===== src/hw/rtl/ssd_pkg.sv =====
// Shared types, constants and glyph decode for the seven-segment scan driver.
`timescale 1ns / 1ps
`default_nettype none

package ssd_pkg;

	// Glyph table size and the number of glyph codes in use.
	localparam int GLYPH_COUNT = 45;
	localparam int TABLE_LEN   = 45;

	// Scan and blink timing.
	localparam logic [2:0]  SCAN_DIGITS      = 3'd4;
	localparam logic [7:0]  DIM_DARK_LEVEL   = 8'd250;
	localparam logic [12:0] FLICKER_DIVIDE   = 13'd18;
	localparam logic [12:0] FLASH_ON_TICKS   = 13'd2000;
	localparam logic [12:0] FLASH_PERIOD     = 13'd5000;
	localparam logic [6:0]  ZOOM_TOP         = 7'd80;
	localparam logic [5:0]  ZOOM_PRESCALE    = 6'd50;

	// Beeper burst cadence.
	localparam logic [13:0] BEEP_ON_0   = 14'd1;
	localparam logic [13:0] BEEP_ON_1   = 14'd2001;
	localparam logic [13:0] BEEP_ON_2   = 14'd4001;
	localparam logic [13:0] BEEP_ON_3   = 14'd6001;
	localparam logic [13:0] BEEP_OFF_0  = 14'd500;
	localparam logic [13:0] BEEP_OFF_1  = 14'd2500;
	localparam logic [13:0] BEEP_OFF_2  = 14'd4500;
	localparam logic [13:0] BEEP_OFF_3  = 14'd6500;
	localparam logic [13:0] BEEP_PERIOD = 14'd15000;

	// Digit code fields.
	localparam logic [7:0] CODE_GLYPH_MASK = 8'h3F;
	localparam logic [7:0] CODE_DP_BIT     = 8'h80;
	localparam logic [7:0] SEG_DP          = 8'h10;
	localparam logic [7:0] BLANK_CODE      = 8'h0A;

	// Display modes.
	localparam logic [2:0] MODE_BRIGHT      = 3'd0;
	localparam logic [2:0] MODE_DIM         = 3'd1;
	localparam logic [2:0] MODE_FLICKER     = 3'd2;
	localparam logic [2:0] MODE_DIM_FLICKER = 3'd3;
	localparam logic [2:0] MODE_OFF         = 3'd4;
	localparam logic [2:0] MODE_FLASH       = 3'd5;
	localparam logic [2:0] MODE_ZOOM        = 3'd6;

	// Beeper modes.
	localparam logic [1:0] BEEP_MODE_OFF   = 2'd0;
	localparam logic [1:0] BEEP_MODE_BURST = 2'd1;
	localparam logic [1:0] BEEP_MODE_ON    = 2'd2;

	// Item kinds.
	localparam logic KIND_TICK = 1'b0;
	localparam logic KIND_LOAD = 1'b1;

	// Configuration register indexes.
	localparam logic [1:0] CFG_DIM_LEVEL       = 2'd0;
	localparam logic [1:0] CFG_BRIGHT_LEVEL    = 2'd1;
	localparam logic [1:0] CFG_INVERT_POLARITY = 2'd2;

	// Segment patterns, active high: A=0x04 B=0x08 C=0x20 D=0x40 E=0x80 F=0x02 G=0x01.
	localparam logic [7:0] GLYPH_ROM [TABLE_LEN] = '{
		8'hEE, 8'h28, 8'hCD, 8'h6D, 8'h2B, 8'h67, 8'hE7, 8'h2C, 8'hEF, 8'h6F,
		8'h00, 8'hC6, 8'h01, 8'hC2, 8'hE3, 8'hE9, 8'hE1, 8'hC7, 8'h40, 8'h87,
		8'hAF, 8'h82, 8'hC3, 8'h8F, 8'hA4, 8'h6B, 8'hA1, 8'h81, 8'h4A, 8'hAB,
		8'hEA, 8'hE0, 8'h00, 8'h40, 8'h20, 8'h60, 8'h08, 8'h48, 8'h28, 8'h68,
		8'h04, 8'h44, 8'h01, 8'h01, 8'h01
	};

	typedef struct packed {
		logic       kind;
		logic [7:0] digit_code_0;
		logic [7:0] digit_code_1;
		logic [7:0] digit_code_2;
		logic [7:0] digit_code_3;
		logic [2:0] display_mode;
		logic       colon_enable;
		logic [1:0] buzzer_mode;
	} in_item_t;

	typedef struct packed {
		logic [7:0] segment_lines;
		logic [3:0] digit_enables;
		logic       colon_pin;
		logic       beeper_pin;
		logic       scan_sync;
	} out_item_t;

	typedef struct packed {
		logic [7:0] dim_level;
		logic [7:0] bright_level;
		logic       invert_polarity;
	} cfg_t;

	typedef struct packed {
		logic [7:0] segment_lines;
		logic [3:0] digit_enables;
		logic       colon_pin;
		logic       scan_sync;
	} disp_t;

	// Segment port byte for one digit code, after polarity.
	function automatic logic [7:0] slot_pattern(input logic [7:0] code, input logic invert);
		logic [5:0] idx;
		logic [7:0] pat;
		idx = code[5:0];
		pat = 8'h00;
		if ((32'(idx) < GLYPH_COUNT) && (32'(idx) < TABLE_LEN)) begin
			pat = GLYPH_ROM[idx];
		end
		if ((code & CODE_DP_BIT) != 8'h00) begin
			pat = pat | SEG_DP;
		end
		return invert ? ~pat : pat;
	endfunction

endpackage

`default_nettype wire


===== src/hw/rtl/seven_segment_scan_driver_core.sv =====
// Top level of the seven-segment scan driver: input register, config registers, result register.
// A tick transferred in is held in the input register, then registered in the result register,
// from which it transfers out once the output does not stall.
// Throughput: one item per cycle unless the output stalls; a load gives no result, a tick one.
// The input register and the result register bound a single pass of counter logic.
// Reset: arst_n clears all counters, blanks the latched digits and sets the config defaults.
`timescale 1ns / 1ps
`default_nettype none

module seven_segment_scan_driver_core (
	input  logic               clk,
	input  logic               arst_n,
	input  logic               in_valid,
	output logic               in_stall,
	input  ssd_pkg::in_item_t  in_data,
	output logic               out_valid,
	input  logic               out_stall,
	output ssd_pkg::out_item_t out_data,
	input  logic               cfg_valid,
	output logic               cfg_ready,
	input  logic [1:0]         cfg_index,
	input  logic [7:0]         cfg_data
);
	import ssd_pkg::*;

	cfg_t      cfg_q;
	in_item_t  item_s1;
	logic      valid_s1;
	logic      advance;
	logic      tick;
	logic      load;
	disp_t     disp_next;
	logic      beeper_next;
	out_item_t out_q;
	logic      out_valid_q;

	// Configuration registers take every write.
	assign cfg_ready = 1'b1;

	always_ff @(posedge clk or negedge arst_n) begin
		if (!arst_n) begin
			cfg_q.dim_level       <= 8'd40;
			cfg_q.bright_level    <= 8'd0;
			cfg_q.invert_polarity <= 1'b1;
		end else if (cfg_valid && cfg_ready) begin
			case (cfg_index)
				CFG_DIM_LEVEL:       cfg_q.dim_level       <= cfg_data;
				CFG_BRIGHT_LEVEL:    cfg_q.bright_level    <= cfg_data;
				CFG_INVERT_POLARITY: cfg_q.invert_polarity <= cfg_data[0];
				default: begin
				end
			endcase
		end
	end

	// The held item moves on when it is a load or the result register has room.
	assign advance  = valid_s1 && ((item_s1.kind == KIND_LOAD) || !out_valid_q || !out_stall);
	assign in_stall = valid_s1 && !advance;
	assign tick     = advance && (item_s1.kind == KIND_TICK);
	assign load     = advance && (item_s1.kind == KIND_LOAD);

	// Input register.
	always_ff @(posedge clk or negedge arst_n) begin
		if (!arst_n) begin
			valid_s1 <= 1'b0;
		end else if (!in_stall) begin
			valid_s1 <= in_valid;
		end
	end

	always_ff @(posedge clk) begin
		if (in_valid && !in_stall) begin
			item_s1 <= in_data;
		end
	end

	ssd_scan u_scan (
		.clk       (clk),
		.arst_n    (arst_n),
		.tick      (tick),
		.load      (load),
		.item      (item_s1),
		.cfg       (cfg_q),
		.disp_next (disp_next)
	);

	ssd_beeper u_beeper (
		.clk         (clk),
		.arst_n      (arst_n),
		.tick        (tick),
		.load        (load),
		.buzzer_mode (item_s1.buzzer_mode),
		.beeper_next (beeper_next)
	);

	// Result register: filled by a tick, emptied by a transfer out.
	always_ff @(posedge clk or negedge arst_n) begin
		if (!arst_n) begin
			out_valid_q <= 1'b0;
		end else if (tick) begin
			out_valid_q <= 1'b1;
		end else if (out_valid_q && !out_stall) begin
			out_valid_q <= 1'b0;
		end
	end

	always_ff @(posedge clk) begin
		if (tick) begin
			out_q.segment_lines <= disp_next.segment_lines;
			out_q.digit_enables <= disp_next.digit_enables;
			out_q.colon_pin     <= disp_next.colon_pin;
			out_q.beeper_pin    <= beeper_next;
			out_q.scan_sync     <= disp_next.scan_sync;
		end
	end

	assign out_valid = out_valid_q;
	assign out_data  = out_q;

	// A stall toward the input only comes from a full result register held by the output.
	assert property (@(posedge clk) disable iff (!arst_n)
		in_stall |-> (valid_s1 && out_valid_q && out_stall))
		else $error("input stalled without a blocked result");

	// Every tick that leaves the input register lands in the result register.
	assert property (@(posedge clk) disable iff (!arst_n)
		tick |=> out_valid_q)
		else $error("tick did not produce a result");

	// A load never creates a result.
	assert property (@(posedge clk) disable iff (!arst_n)
		(load && !out_valid_q) |=> !out_valid_q)
		else $error("load produced a result");

endmodule

`default_nettype wire


===== src/hw/rtl/ssd_beeper.sv =====
// Beeper mode latch, burst cadence counter and beeper pin level.
`timescale 1ns / 1ps
`default_nettype none

module ssd_beeper (
	input  logic       clk,
	input  logic       arst_n,
	input  logic       tick,
	input  logic       load,
	input  logic [1:0] buzzer_mode,
	output logic       beeper_next
);
	import ssd_pkg::*;

	logic [1:0]  active_q;
	logic [13:0] count_q;
	logic [13:0] count_next;
	logic [13:0] count_inc;
	logic        beeper_q;

	assign count_inc = count_q + 14'd1;

	// Next beeper level and cadence count for a tick.
	always_comb begin
		beeper_next = beeper_q;
		count_next  = count_q;
		if (tick) begin
			case (active_q)
				BEEP_MODE_OFF: begin
					beeper_next = 1'b0;
					count_next  = '0;
				end
				BEEP_MODE_ON: begin
					beeper_next = 1'b1;
					count_next  = '0;
				end
				BEEP_MODE_BURST: begin
					count_next = count_inc;
					if (count_inc == BEEP_ON_0 || count_inc == BEEP_ON_1 ||
					    count_inc == BEEP_ON_2 || count_inc == BEEP_ON_3) begin
						beeper_next = 1'b1;
					end else if (count_inc == BEEP_OFF_0 || count_inc == BEEP_OFF_1 ||
					             count_inc == BEEP_OFF_2 || count_inc == BEEP_OFF_3) begin
						beeper_next = 1'b0;
					end else if (count_inc == BEEP_PERIOD) begin
						count_next = '0;
					end
				end
				default: begin
				end
			endcase
		end
	end

	// Mode latch, counter and pin level.
	always_ff @(posedge clk or negedge arst_n) begin
		if (!arst_n) begin
			active_q <= BEEP_MODE_OFF;
			count_q  <= '0;
			beeper_q <= 1'b0;
		end else begin
			if (load) begin
				active_q <= buzzer_mode;
			end
			count_q  <= count_next;
			beeper_q <= beeper_next;
		end
	end

endmodule

`default_nettype wire


===== src/hw/rtl/ssd_scan.sv =====
// Digit scan, brightness blanking, blink and zoom counters and display pin levels.
`timescale 1ns / 1ps
`default_nettype none

module ssd_scan (
	input  logic             clk,
	input  logic             arst_n,
	input  logic             tick,
	input  logic             load,
	input  ssd_pkg::in_item_t item,
	input  ssd_pkg::cfg_t     cfg,
	output ssd_pkg::disp_t    disp_next
);
	import ssd_pkg::*;

	// Counters.
	logic [2:0]  scan_index_q, scan_index_n;
	logic [8:0]  blank_count_q, blank_count_n;
	logic [12:0] blink_count_q, blink_count_n;
	logic [6:0]  zoom_level_q, zoom_level_n;
	logic [5:0]  zoom_prescale_q, zoom_prescale_n;
	logic        zoom_falling_q, zoom_falling_n;

	// Latched display content.
	logic [7:0]  shown_q [4];
	logic [2:0]  mode_q;
	logic        colon_q;

	// Pin levels held between rewrites.
	logic [7:0]  seg_q, seg_n;
	logic [3:0]  en_q, en_n;
	logic        colon_hold_q, colon_hold_n;
	logic        sync_n;

	// Slot decode shared by all scanning modes.
	logic [1:0]  slot;
	logic [7:0]  slot_seg;
	logic [3:0]  slot_bit;
	logic [3:0]  dark_en;
	logic [3:0]  lit_en;
	logic        slot_colon;
	logic        in_digits;
	logic [8:0]  blank_inc;
	logic [12:0] blink_inc;
	logic [5:0]  prescale_inc;
	logic [6:0]  zoom_up;
	logic [6:0]  zoom_down;

	// Scan control chosen by the mode.
	logic        do_scan;
	logic        light;
	logic [8:0]  level;

	assign slot         = scan_index_q[1:0];
	assign slot_seg     = slot_pattern(shown_q[slot], cfg.invert_polarity);
	assign slot_bit     = 4'b0001 << slot;
	assign dark_en      = cfg.invert_polarity ? 4'h0 : 4'hF;
	assign lit_en       = cfg.invert_polarity ? slot_bit : ~slot_bit;
	assign slot_colon   = (slot == 2'd0) && colon_q;
	assign in_digits    = scan_index_q < SCAN_DIGITS;
	assign blank_inc    = blank_count_q + 9'd1;
	assign blink_inc    = blink_count_q + 13'd1;
	assign prescale_inc = zoom_prescale_q + 6'd1;
	assign zoom_up      = zoom_level_q + 7'd1;
	assign zoom_down    = zoom_level_q - 7'd1;

	// Next counter and pin state for a tick.
	always_comb begin
		scan_index_n    = scan_index_q;
		blank_count_n   = blank_count_q;
		blink_count_n   = blink_count_q;
		zoom_level_n    = zoom_level_q;
		zoom_prescale_n = zoom_prescale_q;
		zoom_falling_n  = zoom_falling_q;
		seg_n           = seg_q;
		en_n            = en_q;
		colon_hold_n    = colon_hold_q;
		sync_n          = 1'b0;
		do_scan         = 1'b0;
		light           = 1'b1;
		level           = '0;

		if (tick) begin
			case (mode_q)
				MODE_BRIGHT: begin
					do_scan = 1'b1;
					level   = {1'b0, cfg.bright_level};
				end
				MODE_DIM: begin
					do_scan = 1'b1;
					level   = {1'b0, cfg.dim_level};
					light   = cfg.dim_level < DIM_DARK_LEVEL;
				end
				MODE_FLICKER, MODE_DIM_FLICKER: begin
					level = (mode_q == MODE_FLICKER) ? {1'b0, cfg.bright_level}
					                                 : {1'b0, cfg.dim_level};
					if (blink_count_q > FLICKER_DIVIDE) begin
						do_scan       = 1'b1;
						blink_count_n = '0;
					end else begin
						blink_count_n = blink_inc;
					end
				end
				MODE_OFF: begin
					en_n         = dark_en;
					colon_hold_n = 1'b0;
				end
				MODE_FLASH: begin
					en_n         = dark_en;
					colon_hold_n = 1'b0;
					if (blink_count_q < FLASH_ON_TICKS) begin
						if (in_digits) begin
							seg_n        = slot_seg;
							en_n         = lit_en;
							colon_hold_n = slot_colon;
							scan_index_n = scan_index_q + 3'd1;
						end else begin
							scan_index_n = '0;
						end
					end
					sync_n        = 1'b1;
					blink_count_n = (blink_inc > FLASH_PERIOD) ? 13'd0 : blink_inc;
				end
				MODE_ZOOM: begin
					do_scan = 1'b1;
					level   = {2'b00, zoom_level_q};
					// The zoom sweep steps only on blank slots.
					if (!in_digits) begin
						zoom_prescale_n = prescale_inc;
						if (prescale_inc >= ZOOM_PRESCALE) begin
							zoom_prescale_n = '0;
							if (!zoom_falling_q) begin
								zoom_level_n = zoom_up;
								if (zoom_up >= ZOOM_TOP) begin
									zoom_falling_n = 1'b1;
								end
							end else begin
								zoom_level_n = zoom_down;
								if (zoom_down == 7'd0) begin
									zoom_falling_n = 1'b0;
								end
							end
						end
					end
				end
				default: begin
				end
			endcase

			// One step of the scan: a digit slot or a blank slot.
			if (do_scan) begin
				en_n         = dark_en;
				colon_hold_n = 1'b0;
				if (in_digits) begin
					seg_n        = slot_seg;
					scan_index_n = scan_index_q + 3'd1;
					if (light) begin
						en_n         = lit_en;
						colon_hold_n = slot_colon;
					end
				end else begin
					sync_n        = 1'b1;
					blank_count_n = blank_inc;
					if (blank_inc > level) begin
						scan_index_n  = '0;
						blank_count_n = '0;
					end
				end
			end
		end
	end

	assign disp_next.segment_lines = seg_n;
	assign disp_next.digit_enables = en_n;
	assign disp_next.colon_pin     = colon_hold_n;
	assign disp_next.scan_sync     = sync_n;

	// Counter and pin state registers.
	always_ff @(posedge clk or negedge arst_n) begin
		if (!arst_n) begin
			scan_index_q    <= '0;
			blank_count_q   <= '0;
			blink_count_q   <= '0;
			zoom_level_q    <= '0;
			zoom_prescale_q <= '0;
			zoom_falling_q  <= 1'b0;
			seg_q           <= 8'hFF;
			en_q            <= 4'hF;
			colon_hold_q    <= 1'b0;
		end else begin
			scan_index_q    <= scan_index_n;
			blank_count_q   <= blank_count_n;
			blink_count_q   <= blink_count_n;
			zoom_level_q    <= zoom_level_n;
			zoom_prescale_q <= zoom_prescale_n;
			zoom_falling_q  <= zoom_falling_n;
			seg_q           <= seg_n;
			en_q            <= en_n;
			colon_hold_q    <= colon_hold_n;
		end
	end

	// Display content latched by a load; it takes effect from the next tick.
	always_ff @(posedge clk or negedge arst_n) begin
		if (!arst_n) begin
			shown_q[0] <= BLANK_CODE;
			shown_q[1] <= BLANK_CODE;
			shown_q[2] <= BLANK_CODE;
			shown_q[3] <= BLANK_CODE;
			mode_q     <= MODE_BRIGHT;
			colon_q    <= 1'b0;
		end else if (load) begin
			shown_q[0] <= item.digit_code_0;
			shown_q[1] <= item.digit_code_1;
			shown_q[2] <= item.digit_code_2;
			shown_q[3] <= item.digit_code_3;
			mode_q     <= item.display_mode;
			colon_q    <= item.colon_enable;
		end
	end

endmodule

`default_nettype wire


===== config.mk =====
export PLATFORM = sky130hd
export DESIGN_NAME = seven_segment_scan_driver_core
export DESIGN_NICKNAME = d
export VERILOG_FILES = /design/src/hw/rtl/ssd_pkg.sv /design/src/hw/rtl/seven_segment_scan_driver_core.sv /design/src/hw/rtl/ssd_beeper.sv /design/src/hw/rtl/ssd_scan.sv
export SDC_FILE = /design/constraint.sdc
export NUM_CORES = 1
export LEC_CHECK = 0
export ABC_AREA = 0
export BUFFER_PORTS_ARGS = -buffer_cell sky130_fd_sc_hd__buf_2
export CORE_MARGIN = 5
export CORE_UTILIZATION = 60
export DETAILED_ROUTE_END_ITERATION = 10
export PLACE_DENSITY = 0.76
export SETUP_SLACK_MARGIN = 0.05
export SYNTH_ARGS = -nofsm -noshare
export SYNTH_HDL_FRONTEND = slang
export SYNTH_SLANG_ARGS = --single-unit

===== constraint.sdc =====
create_clock -name clk -period 6.3 [get_ports clk]
set_clock_uncertainty 0.05 [all_clocks]
set_input_delay 0.315 -clock clk [delete_from_list [all_inputs] [get_ports clk]]
set_output_delay 0.315 -clock clk [all_outputs]
set_load 0.05 [all_outputs]

-- Word-level counts from Yosys, hierarchy flattened
Memory sizes are Yosys's and may differ from the RTL's.
Cells that the tools add are included.
- register bits after elaboration: 178
- memory bits (read-only): 512
- input bits: 54
- output and inout bits: 18
- logic and storage cells: 185
- memories: 1
- add/sub/neg operators: 7
- order comparisons: 11
- equal/unequal tests: 19
- shift operators: 1
- multiplexer cells: 66
- bitwise logic cells: 6
- reduce and logical (&&, ||, !) cells: 38
- memories (memory ; words ; bits a word ; read ports ; clocked after Yosys merged registers in ; wr ports ; RTL line ; RTL):
    (name not given) ; 64 ; 8 ; 1 ; 0 ; 0 ; ssd_pkg.sv:108 ; pat = GLYPH_ROM[idx];
- operators by type and width (operator ; count):
    8-bit 2-to-1 mux ; 13
    14-bit by 13-bit == test with 1-bit output (second input constant) ; 3
    14-bit 2-to-1 mux ; 3
    9-bit one-hot mux with 4 select lines ; 1
    4-bit 2-to-1 mux ; 8
    14-bit by 12-bit == test with 1-bit output (second input constant) ; 2
    14-bit one-hot mux with 2 select lines ; 1
    13-bit 2-to-1 mux ; 2
    13-bit one-hot mux with 2 select lines ; 1
    1-bit 2-to-1 mux ; 21
    3-bit 2-to-1 mux ; 6
    9-bit 2-to-1 mux ; 2
    8-bit binary-select mux with 2-bit select ; 1
    14-bit by 1-bit adder with 14-bit output (second input constant) ; 1
    14-bit by 1-bit == test with 1-bit output (second input constant) ; 1
    14-bit by 11-bit == test with 1-bit output (second input constant) ; 1
    14-bit == test (second input constant) ; 1
    14-bit by 9-bit == test with 1-bit output (second input constant) ; 1
    7-bit >= comparator (second input constant) ; 2
    13-bit by 1-bit adder with 13-bit output (second input constant) ; 1
    13-bit > comparator (second input constant) ; 1
    13-bit by 5-bit > comparator with 1-bit output (second input constant) ; 1
    13-bit by 11-bit less-than comparator with 1-bit output (second input constant) ; 1
    2-bit AND reduction ; 5
    39 further kinds ; 68

-- Depth between registers and ports, before layout
- depth after elaboration: 18
- gate-level depth with buffers: 14
- depth with buffers taken out: 12

-- Cells and area by module
Synthesis repeated with hierarchy kept, for this count alone.
- cells, all modules: 894
- area total of the unflattened synthesis: 9616.7 um^2
- modules (own cells, without submodules) (module ; instances ; cells each ; area each (um^2) ; sequential area each (um^2)):
    ssd_scan ; 1 ; 621 ; 5819.3 ; 2127.0
    seven_segment_scan_driver_core ; 1 ; 104 ; 2391.0 ; 2100.8
    ssd_beeper ; 1 ; 169 ; 1406.3 ; 425.4

-- Worst setup path before layout
No wires, ideal clock.
- path type: flip-flop to flip-flop
- start: register u_scan.mode_q[2]
- end: register u_scan.blank_count_q[0]
- library setup time: 65 ps
- arrival: 2891 ps
- data required time: 6185 ps
- slack: 3294 ps
- cell stages (with the launch flop): 15
- buffers on the path: 2
- clock period less this slack: 3006 ps
- path through: dfrtp_1 buf_2 and2_1 clkbuf_1 a22oi_1 nor2_1 a21oi_1 ha_1 a21o_1 a21o_1 a211o_1 a2111oi_0 o21ai_1 nor2_1 mux2_2
- word-level cells in the longest chain between the ends: 6
- elaborated cells on any way between the ends: 15
- classes of those cells: 1 x order compare; 4 x eq/ne; 6 x mux; 4 x reduce/logical
- ends and longest elaborated chain (item ; RTL line ; RTL):
    start: declaration ; ssd_scan.sv:26 ; logic [2:0] mode_q;
    start signal: assignment ; ssd_scan.sv:217 ; mode_q <= item.display_mode;
    3-bit by 2-bit == test with 1-bit output (on tied branches) ; ssd_scan.sv:84, ssd_scan.sv:95 ;
    8-bit 2-to-1 mux / 2-bit OR reduction (equally long branches) ; ssd_scan.sv:95, ssd_scan.sv:84 ;
    9-bit one-hot mux with 4 select lines ; ssd_scan.sv:84 ; case (mode_q)
    9-bit 2-to-1 mux ; ssd_scan.sv:83 ; if (tick) begin
    9-bit > comparator ; ssd_scan.sv:164 ; if (blank_inc > level) begin
    9-bit 2-to-1 mux ; ssd_scan.sv:164 ;
    end signal: assignment ; ssd_scan.sv:192 ; blank_count_q <= blank_count_n;
    end: declaration ; ssd_scan.sv:18 ; logic [8:0] blank_count_q, blank_count_n;
Parallel ways exist; a longest one is shown, timed or not. The select of a mux whose other input is x is not followed.
A chain may end at the register's enable or synchronous reset.

-- Worst setup path after layout
- start: register u_scan.mode_q[2]
- end: register u_scan.scan_index_q[0]
- word-level cells in the longest chain between the ends: 8
- elaborated cells on any way between the ends: 18
- classes of those cells: 1 x order compare; 5 x eq/ne; 9 x mux; 3 x reduce/logical
- ends and longest elaborated chain (item ; RTL line ; RTL):
    3-bit by 2-bit == test with 1-bit output (on tied branches) ; ssd_scan.sv:84, ssd_scan.sv:95 ;
    8-bit 2-to-1 mux / 2-bit OR reduction (equally long branches) ; ssd_scan.sv:95, ssd_scan.sv:84 ;
    9-bit one-hot mux with 4 select lines ; ssd_scan.sv:84 ;
    9-bit 2-to-1 mux ; ssd_scan.sv:83 ;
    9-bit > comparator ; ssd_scan.sv:164 ;
    3-bit 2-to-1 mux ; ssd_scan.sv:164 ;
    3-bit 2-to-1 mux ; ssd_scan.sv:154 ; if (in_digits) begin
    3-bit 2-to-1 mux (*) ; ssd_scan.sv:151 ; if (do_scan) begin
    end signal: assignment ; ssd_scan.sv:191 ; scan_index_q <= scan_index_n;
    end: declaration ; ssd_scan.sv:17 ; logic [2:0] scan_index_q, scan_index_n;
Every way passes the cells marked *; elsewhere a longest branch is shown, timed or not. The select of a mux whose other input is x is not followed.

==> results.py <==
metrics = {
    "cts": {
        "cts_setup_buffers": 0,
        "clkSinkCount": 170,
        "clkTransAtPathRegs_ns": 0.07,
        "cts_root_buf": "clkbuf_16",
        "hold_buffers": 29,
        "cts-buffers-inserted": 17,
        "postCtsResizedCells": 0,
        "cts_tree": "yes",
        "clk_latency_ns": 0.44,
        "clockBufferDepth": 2,
        "htree_levels": 4,
    },
    "synthesis": {
        "synthDominantCellAreaShare": 0.257,
        "netlist_top_cells_area": "dfrtp_1 (26%), edfxtp_1 (16%), mux2_2 (6.4%)",
        "synthFlopType": "dfrtp_1",
        "synth.largest_area_cell": "dfrtp_1",
        "ys_seq_elements": 170,
        "yosysSeqAreaShare": 0.480,
        "synth.avg_cell_area_um2": 10.7,
        "synth_cell_types": 89,
        "netlist_instances": 886,
        "synth-edff-count": 50,
        "syn-num-nets": 970,
        "async_flop_share": 0.706,
        "synth_area_um2": 9440,
        "yosysWarnings": 0,
    },
    "cells_and_area": {
        "final_common_cell": "dfrtp_1",
        "final_area_um2": 10700,
        "nNetsFinal": 1038,
        "final_cell_mix": "dfrtp_1 (97), nand2_1 (80), buf_2 (65)",
        "antenna_cells": 0,
        "stdcell_count": 1178,
        "drive_above_1_share": 0.216,
        "areaGrowthSynthToFinish_pct": 13.3,
    },
    "place": {
        "hpwl_um": 12900,
        "io_buffers": 66,
        "place_area_um2": 9770,
        "placedCellCount": 1116,
        "gp_congestion": 0.878,
    },
    "sta": {
        "fmax_ghz": 0.275,
        "maxSlewHeadroom": 0.239,
        "tightest_slew_ns": 1.14,
        "period_needed_ns": 3.64,
        "fin_crit_sh": 0.578,
        "finalSetupViolCount": 0,
        "rsz0062_at_grt": "no",
        "finalHoldViolCount": 0,
        "timing.setup.tns_ns": 0,
        "slew_violations": 0,
    },
    "critical_path": {
        "endpoint_kind": "flip-flop",
        "crit_fanout": 11,
        "cp_top_family": "compound AO/OA/AOI/OAI gates",
        "path_cells": "clkinv_1 -> a22oi_1 -> nor2_1 -> a21oi_1 -> ha_1 -> a21o_1 -> a21o_1 -> a211o_1 -> a2111oi_0 -> o21ai_1 -> o21ai_0 -> mux2_2",
        "critical_path_class": "flip-flop to flip-flop",
        "arrival_ns": 3.97,
        "cp_slowest_stage_delay_ns": 0.55,
        "critPathBufInv": 1,
        "crit_path_start_kind": "flip-flop",
        "crit_top_cell": "a21o_1",
        "cp_slowest_cell": "dfrtp_1",
        "cp.required_ns": 6.63,
    },
    "drt": {
        "vias_per_cell": 5.96,
        "drt_iter0_drc": 560,
        "via_count": 7025,
        "drc": 0,
        "totalWireLength_um": 20300,
        "postRouteAntennaNets": 0,
        "wire_per_inst_um": 17.2,
        "drtPass1Iterations": 5,
    },
    "pwr": {
        "combPwrFrac": 0.317,
        "power.switching_uw": 1360,
        "internal_power_uw": 2430,
        "vdd_drop_max_v": 0.000261,
        "swShare": 0.358,
        "seqPwrFrac": 0.399,
        "pwr-share-clk": 0.284,
        "power_density_nw_per_um2": 354,
        "leakagePower_uw": 0.00432,
    },
    "grt": {
        "grt_pass1_vias": 6769,
        "antenna_found_initial": 1,
        "grt_pass1_wl_um": 34400,
        "grt.total_usage": 0.234,
        "grt-ovfl-total": 0,
        "grt_max_degree": 68,
    },
    "floorplanning": {
        "start_util": 0.616,
        "io_pins": 72,
        "design.die.area_um2": 18300,
        "core_area_um2": 15300,
        "die_h_um": 135,
        "die_w_um": 135,
        "rows": 45,
    },
    "hold_path": {
        "hp-class": "primary input to flip-flop",
    },
    "status": {
        "status": "finished clean",
    },
    "run": {
        "cap_viol_max_count": 0,
    },
}
## power by group through the flow
stage	logic (µW)	registers (µW)	clock network, µW
after floorplan	988	1490	0
after global placement	1150	1520	0
after detailed placement	1170	1530	0
after CTS	1190	1510	1090
after global routing	1340	1540	1150
final	1200	1510	1080
## logic make-up (layout without fill, tap and decap cells)
| logic type | count (synthesis) | in the layout | synth area share |
|---|---|---|---|
| compound gates | 225 | 225 | 0.157 |
| xor+xnor | 43 | 43 | 0.0399 |
| fa+ha+maj | 30 | 30 | 0.0398 |
| buf+inv | 77 | 158 | 0.0420 |
| flops | 170 | 170 | 0.480 |
| mux | 65 | 65 | 0.0854 |
| other cells | 1 | 1 | 0.000397 |
| simple gates | 275 | 275 | 0.155 |
## sequential cells by signal (all words and copies together) (netlist names), 3 cells and up
signal,count
u_scan.scan_index_q,3
u_scan.shown_q,28
cfg_q,17
u_scan.zoom_level_q,7
u_scan.mode_q,3
u_scan.en_q,4
u_scan.seg_q,8
u_scan.blink_count_q,13
u_scan.blank_count_q,9
u_beeper.count_q,14
item_s1,35
out_data,15
u_scan.zoom_prescale_q,6
## synthesized netlist by cell type, drive strengths merged, types with 5 or more instances
cell     count
a2111oi      5
a211oi       6
a21o         8
a21oi       42
a22o         5
a22oi        8
a31oi       19
and2        10
and3        10
buf         26
clkbuf      25
dfrtp       97
dfstp       23
edfxtp      50
ha          30
inv         25
mux2        54
mux4         7
nand2       80
nand2b      14
nand3       30
nand4       10
nor2        51
nor2b       12
nor3        15
nor3b        8
nor4        10
o21a         6
o21ai       67
o311ai       6
o31ai       12
xnor2       30
xor2        13
## metal layers
metal  vias to the layer above  track usage  share of wire
met2                       169        0.377           0.48
met1                      3424        0.323           0.46
li1                       3399            -              -
met5                         -            0        0.00054
met3                        31       0.0498          0.045
met4                         2       0.0655          0.015
## layout make-up
cell class              instances  area, µm²
clock buffers                  17        425
clock inverters                15        200
fillers                      1114       4620
inverters                      26       97.6
multi-input cells             639       4510
flip-flops and latches        170       4530
well taps                     211        264
repair buffers                100        663
## worst paths after layout
path,startpoint,endpoint,slack [ns],cells past startpoint
min,in_data[5],item_s1[5],0.02,1
min reg2reg,u_scan.seg_q[1],u_scan.seg_q[1],0.42,2
max reg2reg,u_scan.mode_q[2],u_scan.scan_index_q[0],2.66,12
max,u_scan.mode_q[2],u_scan.scan_index_q[0],2.66,12
max in group asynchronous,arst_n,u_scan.shown_q[7],4.48,3
min in group asynchronous,arst_n,u_scan.blink_count_q[5],0.41,2
## through the flow
step	util	total power (µW)	hold slack, ns	worst slack [ns]
final	0.698	3790	0.0200	2.66
after global routing	0.698	4030	0.00774	2.26
after CTS	0.698	3800	0.00255	2.69
after detailed placement	0.638	2700	0.353	2.73
after global placement	0.638	2680	0.352	2.75
after floorplan	-	2480	-0.0306	3.29
No activity file was read; power rests on OpenSTA's default activity.
